==> config.mk <==
export PLATFORM = sky130hd
export DESIGN_NAME = modular_exponentiation_128_top
export DESIGN_NICKNAME = d
export VERILOG_FILES = /design/src/rtl/core/mexp_pkg.sv /design/src/rtl/core/mexp_mulmod.sv /design/src/rtl/core/modular_exponentiation_128_top.sv
export SDC_FILE = /design/constraint.sdc
export NUM_CORES = 2
export LEC_CHECK = 0
export ABC_AREA = 1
export BUFFER_PORTS_ARGS = -buffer_cell sky130_fd_sc_hd__buf_2
export CAP_MARGIN = 15
export CORE_UTILIZATION = 40
export CTS_BUF_LIST = sky130_fd_sc_hd__clkbuf_2
export CTS_CLUSTER_DIAMETER = 40
export DETAILED_ROUTE_END_ITERATION = 6
export PLACE_DENSITY = 0.63
export SYNTH_ARGS = -nofsm -noshare
export SYNTH_HDL_FRONTEND = slang
export SYNTH_SLANG_ARGS = --single-unit
==> constraint.sdc <==
create_clock -name i_clk -period 22.2 [get_ports i_clk]
set_input_delay 1.11 -clock i_clk [delete_from_list [all_inputs] [get_ports i_clk]]
set_output_delay 1.11 -clock i_clk [all_outputs]
set_load 0.01 [all_outputs]
==> src/rtl/core/mexp_pkg.sv <==
`timescale 1ns / 1ps
`default_nettype none
package mexp_pkg;

    localparam int KEY_BITS_DEF = 128;
    localparam int HALF_W       = 64;
    localparam int CFG_IDX_W    = 2;

    // Configuration register indexes.
    localparam logic [CFG_IDX_W-1:0] REG_MOD_UPPER = 2'd0;
    localparam logic [CFG_IDX_W-1:0] REG_MOD_LOWER = 2'd1;
    localparam logic [CFG_IDX_W-1:0] REG_EXP_UPPER = 2'd2;
    localparam logic [CFG_IDX_W-1:0] REG_EXP_LOWER = 2'd3;

    // Sequencer states.
    typedef enum logic [3:0] {
        S_IDLE,
        S_REDUCE,
        S_WAIT_REDUCE,
        S_MUL_RES,
        S_WAIT_RES,
        S_MUL_BASE,
        S_WAIT_BASE,
        S_FINAL,
        S_WAIT_FINAL,
        S_OUT
    } t_state;

    // Handshake from sequencer to the multiplier.
    typedef struct packed {
        logic start;
    } t_mul_ctrl;

    typedef struct packed {
        logic done;
    } t_mul_stat;

endpackage
`default_nettype wire

==> src/rtl/core/mexp_mulmod.sv <==
`timescale 1ns / 1ps
`default_nettype none
// Bit-serial modular multiplier: r = (a * b) mod n by interleaved
// shift-add-subtract, one bit of a per cycle, most significant first.
// Equals the remainder of the full product since the remainder of
// 2r + a_i*b is computed exactly each step. Operand b must be at most n;
// operand a may take any value.
module mexp_mulmod
    import mexp_pkg::*;
#(
    parameter int W = KEY_BITS_DEF
) (
    input  wire logic       i_clk,
    input  wire logic       i_rst_n,
    input  wire t_mul_ctrl  i_ctrl,
    input  wire logic [W-1:0] i_a,
    input  wire logic [W-1:0] i_b,
    input  wire logic [W-1:0] i_n,
    output t_mul_stat       o_stat,
    output logic [W-1:0]    o_r
);
    localparam int CW = $clog2(W + 1);

    logic [W-1:0]  r_a, n_a;
    logic [W-1:0]  r_b;
    logic [W-1:0]  r_r, n_r;
    logic [CW-1:0] r_cnt, n_cnt;
    logic          r_busy, n_busy;
    logic          r_done, n_done;

    logic [W+1:0] w_dbl, w_add, w_s1;

    // One step: r = 2r mod n, then add b if bit set, reduce again.
    always_comb begin
        w_dbl = {1'b0, r_r, 1'b0};
        if (w_dbl >= {2'b00, i_n}) begin
            w_dbl = w_dbl - {2'b00, i_n};
        end
        w_add = w_dbl + (r_a[W-1] ? {2'b00, r_b} : '0);
        w_s1 = w_add;
        if (w_s1 >= {2'b00, i_n}) begin
            w_s1 = w_s1 - {2'b00, i_n};
        end
    end

    // Step counter and operand shift.
    always_comb begin
        n_a    = r_a;
        n_r    = r_r;
        n_cnt  = r_cnt;
        n_busy = r_busy;
        n_done = 1'b0;
        if (i_ctrl.start) begin
            n_a    = i_a;
            n_r    = '0;
            n_cnt  = CW'(W);
            n_busy = 1'b1;
        end else if (r_busy) begin
            n_a   = {r_a[W-2:0], 1'b0};
            n_r   = w_s1[W-1:0];
            n_cnt = r_cnt - 1'b1;
            if (r_cnt == CW'(1)) begin
                n_busy = 1'b0;
                n_done = 1'b1;
            end
        end
    end

    always_ff @(posedge i_clk) begin
        if (!i_rst_n) begin
            r_busy <= 1'b0;
            r_done <= 1'b0;
            r_cnt  <= '0;
        end else begin
            r_busy <= n_busy;
            r_done <= n_done;
            r_cnt  <= n_cnt;
        end
        r_a <= n_a;
        r_r <= n_r;
        if (i_ctrl.start) begin
            r_b <= i_b;
        end
    end

    assign o_stat.done = r_done;
    assign o_r         = r_r;
endmodule
`default_nettype wire

==> src/rtl/core/modular_exponentiation_128_top.sv <==
`timescale 1ns / 1ps
`default_nettype none
// Channel  | Direction | Handshake         | Payload
// input    | in        | i_valid / o_stall | i_ciphertext_upper, i_ciphertext_lower
// output   | out       | o_valid / i_stall | o_plaintext_upper/lower, o_bad_modulus
// config   | in        | i_cfg_we          | i_cfg_index, i_cfg_data
// An item takes up to 2*KEY_BITS+2 modular products, computed one at a time
// by the single bit-serial multiplier.
// A zero modulus gives its result in the cycle after the beat.
// Reset is synchronous and active low; it clears the key registers, the error flag and the sequencer.
// The result waits in the output register while i_stall is high.
module modular_exponentiation_128_top
    import mexp_pkg::*;
#(
    parameter int KEY_BITS = KEY_BITS_DEF
) (
    input  wire logic                 i_clk,
    input  wire logic                 i_rst_n,
    input  wire logic                 i_cfg_we,
    input  wire logic [CFG_IDX_W-1:0] i_cfg_index,
    input  wire logic [HALF_W-1:0]    i_cfg_data,
    input  wire logic                 i_valid,
    output logic                      o_stall,
    input  wire logic [HALF_W-1:0]    i_ciphertext_upper,
    input  wire logic [HALF_W-1:0]    i_ciphertext_lower,
    output logic                      o_valid,
    input  wire logic                 i_stall,
    output logic [HALF_W-1:0]         o_plaintext_upper,
    output logic [HALF_W-1:0]         o_plaintext_lower,
    output logic                      o_bad_modulus
);
    localparam int BW = $clog2(KEY_BITS + 1);

    logic [HALF_W-1:0] r_mod_hi, r_mod_lo, r_exp_hi, r_exp_lo;
    t_state            r_state, n_state;
    logic [KEY_BITS-1:0] r_base, r_res;
    logic [BW-1:0]     r_bit, n_bit;
    logic              r_bad;
    t_mul_ctrl         w_ctrl;
    t_mul_stat         w_stat;
    logic [KEY_BITS-1:0] w_a, w_b, w_r;
    logic [KEY_BITS-1:0] w_exp;
    logic              w_mod_zero;

    assign w_exp      = {r_exp_hi, r_exp_lo};
    assign w_mod_zero = (r_mod_hi == '0) && (r_mod_lo == '0);

    // Configuration writes.
    always_ff @(posedge i_clk) begin
        if (!i_rst_n) begin
            r_mod_hi <= '0;
            r_mod_lo <= '0;
            r_exp_hi <= '0;
            r_exp_lo <= '0;
        end else if (i_cfg_we) begin
            case (i_cfg_index)
                REG_MOD_UPPER: r_mod_hi <= i_cfg_data;
                REG_MOD_LOWER: r_mod_lo <= i_cfg_data;
                REG_EXP_UPPER: r_exp_hi <= i_cfg_data;
                REG_EXP_LOWER: r_exp_lo <= i_cfg_data;
                default: ;
            endcase
        end
    end

    // Next state.
    always_comb begin
        n_state = r_state;
        n_bit   = r_bit;
        case (r_state)
            S_IDLE: begin
                if (i_valid) begin
                    n_bit   = '0;
                    n_state = w_mod_zero ? S_OUT : S_REDUCE;
                end
            end
            S_REDUCE:      n_state = S_WAIT_REDUCE;
            S_WAIT_REDUCE: if (w_stat.done) n_state = S_MUL_RES;
            S_MUL_RES: begin
                if (r_bit == BW'(KEY_BITS)) begin
                    n_state = S_FINAL;
                end else if (w_exp[r_bit[BW-2:0]]) begin
                    n_state = S_WAIT_RES;
                end else begin
                    n_state = S_MUL_BASE;
                end
            end
            S_WAIT_RES:   if (w_stat.done) n_state = S_MUL_BASE;
            S_MUL_BASE:   n_state = S_WAIT_BASE;
            S_WAIT_BASE: begin
                if (w_stat.done) begin
                    n_bit   = r_bit + 1'b1;
                    n_state = S_MUL_RES;
                end
            end
            S_FINAL:      n_state = S_WAIT_FINAL;
            S_WAIT_FINAL: if (w_stat.done) n_state = S_OUT;
            S_OUT:        if (!i_stall) n_state = S_IDLE;
            default:      n_state = S_IDLE;
        endcase
    end

    // Multiplier operand selection and start. The ciphertext is first reduced
    // by a product with one, so the multiplicand is never above the modulus.
    always_comb begin
        w_ctrl.start = 1'b0;
        w_a = r_res;
        w_b = r_base;
        case (r_state)
            S_REDUCE: begin
                w_ctrl.start = 1'b1;
                w_a = r_base;
                w_b = KEY_BITS'(1);
            end
            S_MUL_RES: w_ctrl.start = (r_bit != BW'(KEY_BITS)) && w_exp[r_bit[BW-2:0]];
            S_MUL_BASE: begin
                w_ctrl.start = 1'b1;
                w_a = r_base;
            end
            S_FINAL: begin
                w_ctrl.start = 1'b1;
                w_b = KEY_BITS'(1);
            end
            default: ;
        endcase
    end

    always_ff @(posedge i_clk) begin
        if (!i_rst_n) begin
            r_state <= S_IDLE;
            r_bit   <= '0;
            r_bad   <= 1'b0;
        end else begin
            r_state <= n_state;
            r_bit   <= n_bit;
            if (r_state == S_IDLE && i_valid) begin
                r_bad <= w_mod_zero;
            end
        end
        if (r_state == S_IDLE && i_valid) begin
            r_base <= {i_ciphertext_upper, i_ciphertext_lower};
            r_res  <= w_mod_zero ? '0 : KEY_BITS'(1);
        end else if (w_stat.done) begin
            if (r_state inside {S_WAIT_BASE, S_WAIT_REDUCE}) begin
                r_base <= w_r;
            end else begin
                r_res <= w_r;
            end
        end
    end

    mexp_mulmod #(.W(KEY_BITS)) u_mul (
        .i_clk   (i_clk),
        .i_rst_n (i_rst_n),
        .i_ctrl  (w_ctrl),
        .i_a     (w_a),
        .i_b     (w_b),
        .i_n     ({r_mod_hi, r_mod_lo}),
        .o_stat  (w_stat),
        .o_r     (w_r)
    );

    assign o_stall           = (r_state != S_IDLE);
    assign o_valid           = (r_state == S_OUT);
    assign o_plaintext_upper = r_res[2*HALF_W-1:HALF_W];
    assign o_plaintext_lower = r_res[HALF_W-1:0];
    assign o_bad_modulus     = r_bad;
endmodule
`default_nettype wire

# Word-level counts from Yosys, hierarchy flattened
# Cells that the tools add are included.
[op_classes]
addsub = 5
magnitude_cmp = 3
n_eq_ne = 22
mux = 34
n_bitwise = 2
n_reduce_logical = 27
[op_table]
columns = ["op", "n"]
rows = [
  ["$mux 128", 11],
  ["$add 130x128->130", 1],
  ["$ge 130x128->1", 1],
  ["$mux 130", 1],
  ["$sub 129x128->130", 1],
  ["$ge 129x128->1", 1],
  ["$logic_not 64->1", 2],
  ["$sub 128x128->128", 1],
  ["$pmux 4 s9", 1],
  ["$mux 8", 4],
  ["$mux 4", 6],
  ["$eq 4x3->1 const B", 4],
  ["$pmux 8 s2", 1],
  ["$reduce_and 2->1", 6],
  ["$reduce_bool 2->1", 5],
  ["$add 8x1->8 const B", 1],
  ["$eq 4x2->1 const B", 2],
  ["$eq 4x4->1 const B", 2],
  ["$eq 8x1->1 const B", 1],
  ["$eq 8x8->1 const B", 1],
  ["$lt 7x8->1 const B", 1],
  ["$ne 2x1->1 const B", 4],
  ["$ne 8x8->1 const B", 1],
  ["$reduce_or 2->1", 4],
  ["17 further kinds", 30],
]
[totals]
regBits = 919
output_inout_bits = 131

# Logic depth before layout (Yosys ltp)
[logic_depth]
ltp_word = 5
depth_mapped = 58
ltp_nobuf = 55

# Hierarchy
# Synthesis repeated with hierarchy kept, for this count alone.
[unflattened]
hier_cells = 11455
area_unflattened_um2 = 73284.0
[by_module_without_submodules]
columns = ["mod", "instances", "cells_each", "area_per_inst_um2", "seq_area_each_um2"]
rows = [
  ["mexp_mulmod", 1, 8496, 50049.3, 10450.0],
  ["modular_exponentiation_128_top", 1, 2959, 23234.8, 13072.5],
]

# Worst setup path before layout
# No wires, ideal clock.
[synth_path]
path_kind = "flip-flop to flip-flop"
from = "reg r_state[0]"
to = "reg r_base[0], enable pin"
setup_time_ns = 0.792
arrival_time_ns = 9.595
slack_ns = 11.813
stages_incl_launch_ff = 6
synth_period_minus_slack_ns = 10.387
cell_sequence = "dfxtp_1 > inv_1 > nand2_1 > nor2_1 > inv_1 > o21ai_0"
[synth_between]
elab_chain_len = 4
word_cells_on_any_way = 8
classes_between = "eq/ne: 2; reduce/logical: 6"
[synth_lines]
columns = ["element", "line_no", "rtl"]
rows = [
  ["start, declared", "modular_exponentiation_128_top.sv:35", "t_state r_state, n_state;"],
  ["start signal, assigned", "modular_exponentiation_128_top.sv:134", "r_state <= n_state;"],
  ["$eq 4x3->1, or another cell as far along", "modular_exponentiation_128_top.sv:144", "if (r_state inside {S_WAIT_BASE, S_WAIT_REDUCE}) begin"],
  ["$reduce_bool 2->1 or $logic_and 1x1->1 (tied branches)", "modular_exponentiation_128_top.sv:144, modular_exponentiation_128_top.sv:140", ""],
  ["$reduce_bool 2->1 (no source line)", "n/a", ""],
  ["$reduce_and 2->1 (no source line) *", "n/a", ""],
  ["end signal, assigned", "modular_exponentiation_128_top.sv:141", "r_base <= {i_ciphertext_upper, i_ciphertext_lower};"],
  ["end signal, assigned", "modular_exponentiation_128_top.sv:145", "r_base <= w_r;"],
  ["end, declared", "modular_exponentiation_128_top.sv:36", "logic [KEY_BITS-1:0] r_base, r_res;"],
]
# Mark *: on every way between the ends. The rest lies on a longest branch, timed or not.
# A chain may end at the register's enable or synchronous reset.

# Worst setup path in the final report
[layout_path]
from = "reg r_mod_lo[61]"
to = "reg u_mul.r_r[64] (netlist: u_mul.o_r[64])"
[layout_between]
elab_chain_len = 5
word_cells_on_any_way = 7
classes_between = "add/sub: 3; order compare: 2; mux: 2"
[layout_lines]
columns = ["element", "line_no", "rtl"]
rows = [
  ["start, declared", "modular_exponentiation_128_top.sv:34", "logic [HALF_W-1:0] r_mod_hi, r_mod_lo, r_exp_hi, r_exp_lo;"],
  ["start signal, assigned", "modular_exponentiation_128_top.sv:58", "REG_MOD_LOWER: r_mod_lo <= i_cfg_data;"],
  ["$sub 129x128->130 or $ge 129x128->1 (tied branches)", "mexp_mulmod.sv:37, mexp_mulmod.sv:36", ""],
  ["$mux 130", "mexp_mulmod.sv:36", "if (w_dbl >= {2'b00, i_n}) begin"],
  ["$add 130x128->130", "mexp_mulmod.sv:39", "w_add = w_dbl + (r_a[W-1] ? {2'b00, r_b} : '0);"],
  ["$sub 128x128->128 or $ge 130x128->1 (tied branches)", "mexp_mulmod.sv:42, mexp_mulmod.sv:41", ""],
  ["$mux 128 *", "mexp_mulmod.sv:41", "if (w_s1 >= {2'b00, i_n}) begin"],
  ["end signal, assigned", "mexp_mulmod.sv:80", "r_r <= n_r;"],
  ["end, declared", "mexp_mulmod.sv:26", "logic [W-1:0] r_r, n_r;"],
]
# Marked as above.

==> flow_summary.json <==
{
  "status": "finished, final reports clean",
  "overflow": 0,
  "maxSlewViolCount": 0,
  "gp_congestion": 1.12,
  "fp-row-count": 153,
  "synthArstFlopShare_pct": 0,
  "tns_ns": 0,
  "met2_usage_pct": 59.8,
  "start_util_pct": 40.5,
  "layout.nets": 12100,
  "postRouteWirelength_mm": 403,
  "vias": 81200,
  "final_cell_mix": "nand2_1 (2524), inv_1 (1731), nor2_1 (1401)",
  "syn_nets": 11300,
  "synth_edf_count": 512,
  "antenna_found_initial": 43,
  "post_drt_wl_per_cell_um": 28.7,
  "die-area_um2": 178000,
  "grt_first_pass_wirelength_mm": 552,
  "cts_inserted_buffers": 287,
  "worst_pin_slew_ns": 1.43,
  "critPathCaptureType": "flop",
  "synth_seq_cells": 919,
  "hold_viol_final": 0,
  "syn_inst": 10700,
  "post_cts_resized": 0,
  "drv_cap": 0,
  "place_inst": 13100,
  "die_y_um": 422,
  "worst_ep_arrival_time_ns": 15.57,
  "synth_cell_type_count": 59,
  "cts_tree": "yes",
  "fmax_ghz": 0.0722,
  "crit_required_ns": 23.93,
  "instances_no_fill": 14000,
  "relSlewSlack_pct": 4.97,
  "drc": 0,
  "clkTransAtPathRegs_ns": 0.10,
  "finClkSkew_ns": 0.215,
  "path_common_cell": "nand2_1",
  "dp_hpwl_mm": 331,
  "fp.dieW_um": 422,
  "drt_iter0_markers": 11600,
  "clockBufferDepth": 4,
  "cts_root_buf": "clkbuf_2",
  "ios": 330,
  "rsz0062_at_grt": "no",
  "period_minus_slack_ns": 13.84,
  "vias_per_cell": 5.80,
  "worstPathMaxFanout": 73,
  "synthesis.area_um2": 70600,
  "syn_avg_cell_area_um2": 6.61,
  "port_buffers": 329,
  "clock_latency_ns": 1.98,
  "synth-seq-area-share_pct": 33.3,
  "synth-main-ff-cell": "edfxtp_1",
  "met1_usage_pct": 61.1,
  "drive_gt1_share_pct": 8.03,
  "grt_usage_pct": 43.4,
  "path_class": "flop to flop",
  "met3_usage_pct": 13.5,
  "syn_to_final_growth_pct": 14.6,
  "ys_warn_count": 0,
  "busiest_layer": "met1",
  "hold_class": "input pin to flop",
  "grt_pass1_vias": 75600,
  "grt_max_degree": 163,
  "numClockSinks": 919,
  "ant_nets": 0,
  "final.period_utilization_pct": 62.4,
  "setup_viol": 0,
  "core_area_um2": 175000,
  "drt_first_pass_iters": 7,
  "hold_buffers": 369,
  "cp_slowest_cell": "o21ai_0",
  "post-place-ws_ns": 9.13,
  "max_stage_delay_ns": 0.97,
  "post-cts-setup-buffers": 0,
  "start_kind": "flop",
  "reg2reg_setup_slack_ns": 8.36,
  "htreeDepth": 5,
  "layout_setup_ws_ns": 8.36,
  "layout_commonest_cell": "nand2_1"
}
worst max-delay path, delay by kind of cell, from the launching register on:
kind / cells / cell delay (ns)
flip-flops: 1 / 0.36
XOR/XNOR: 1 / 0.62
buffers and inverters: 10 / 3.90
AO/OA/AOI/OAI: 11 / 3.51
AND/OR/NAND/NOR: 17 / 3.78
adder cells (fa/ha/maj): 3 / 1.29
final timing paths:
path,from,endpoint,cells after the start
setup / recovery,r_mod_lo[61]$_SDFFE_PN0P_,u_mul.o_r[64]$_SDFFE_PP0P_,42
hold / removal,i_ciphertext_lower[45],r_base[45]$_DFFE_PP_,4
setup reg to reg,r_mod_lo[61]$_SDFFE_PN0P_,u_mul.o_r[64]$_SDFFE_PP0P_,42
hold reg to reg,r_exp_lo[20]$_SDFFE_PN0P_,r_exp_lo[20]$_SDFFE_PN0P_,2
registers in the layout, summed over array words and instances (netlist names), 8 cells and up:
name and count:
u_mul.r_b 128, r_mod_hi 64, r_exp_hi 64, u_mul.o_r 128
u_mul.r_cnt 8, r_exp_lo 64, r_base 128, u_mul.r_a 128
r_mod_lo 64, r_bit 8, r_res 128
stage by stage:
step / hold slack (ns) / area [um2] / utilization [%]
finish: 0.161 / 80900 / 46.3
global route: 0.129 / 80900 / 46.3
CTS: 0.00112 / 80800 / 46.3
detailed placement: 0.433 / 74700 / 42.8
global placement: 0.428 / 74600 / 42.7
floorplan: 0.420 / 70600 / -
synth_stat cells, types with 12 or more instances:
cell / n / share of area, %
nand2_1: 2525 / 13
inv_1: 1736 / 9.2
nor2_1: 1403 / 7.5
a21oi_1: 1052 / 7.5
o21ai_0: 866 / 6.1
edfxtp_1: 512 / 22
dfxtp_1: 407 / 12
ha_1: 388 / 6.9
nand3_1: 301 / 2.1
clkbuf_1: 220 / 1.2
a31oi_1: 193 / 1.7
xnor2_1: 171 / 2.1
xor2_1: 146 / 1.8
o21ai_1: 103 / 0.73
a21o_1: 78 / 0.83
nand4_1: 61 / 0.54
o21bai_1: 60 / 0.64
nor3_1: 59 / 0.42
buf_2: 55 / 0.39
nor4_1: 52 / 0.46
o21a_1: 48 / 0.51
a21boi_0: 41 / 0.44
inv_2: 27 / 0.14
nand3b_1: 25 / 0.27
or2_2: 18 / 0.16
buf_4: 12 / 0.13
o211ai_1: 12 / 0.13
metal layers:
| layer | up-vias | part of all wire (%) |
|---|---|---|
| met5 | - | 0.037 |
| met3 | 810 | 13 |
| met2 | 5178 | 39 |
| li1 | 36500 | - |
| met4 | 22 | 4.9 |
| met1 | 38700 | 43 |
layout make-up:
cell class,count,area (um2)
fill,18500,93700
multi-input combinational,7703,39200
sequential,919,23500
inverter,1766,6640
timing repair buffer,790,6070
tap,2325,2910
clock buffer,404,2020
clock inverter,73,428
antenna,31,77.6
cells by family (layout without fill, tap and decap cells):
group	count (synthesis)	after routing	share of synthesized area, %
AO/OA/AOI/OAI	2514	2514	19.3
XOR/XNOR	317	317	3.93
adder cells (fa/ha/maj)	391	391	6.96
buffers and inverters	2071	3033	11.3
flip-flops	919	919	33.3
multiplexers	1	1	0.0142
other	0	31	0
AND/OR/NAND/NOR	4480	4480	25.2
Power is not shown: default switching activity piles up to over one toggle a cycle in this logic, so the estimate is an artifact.
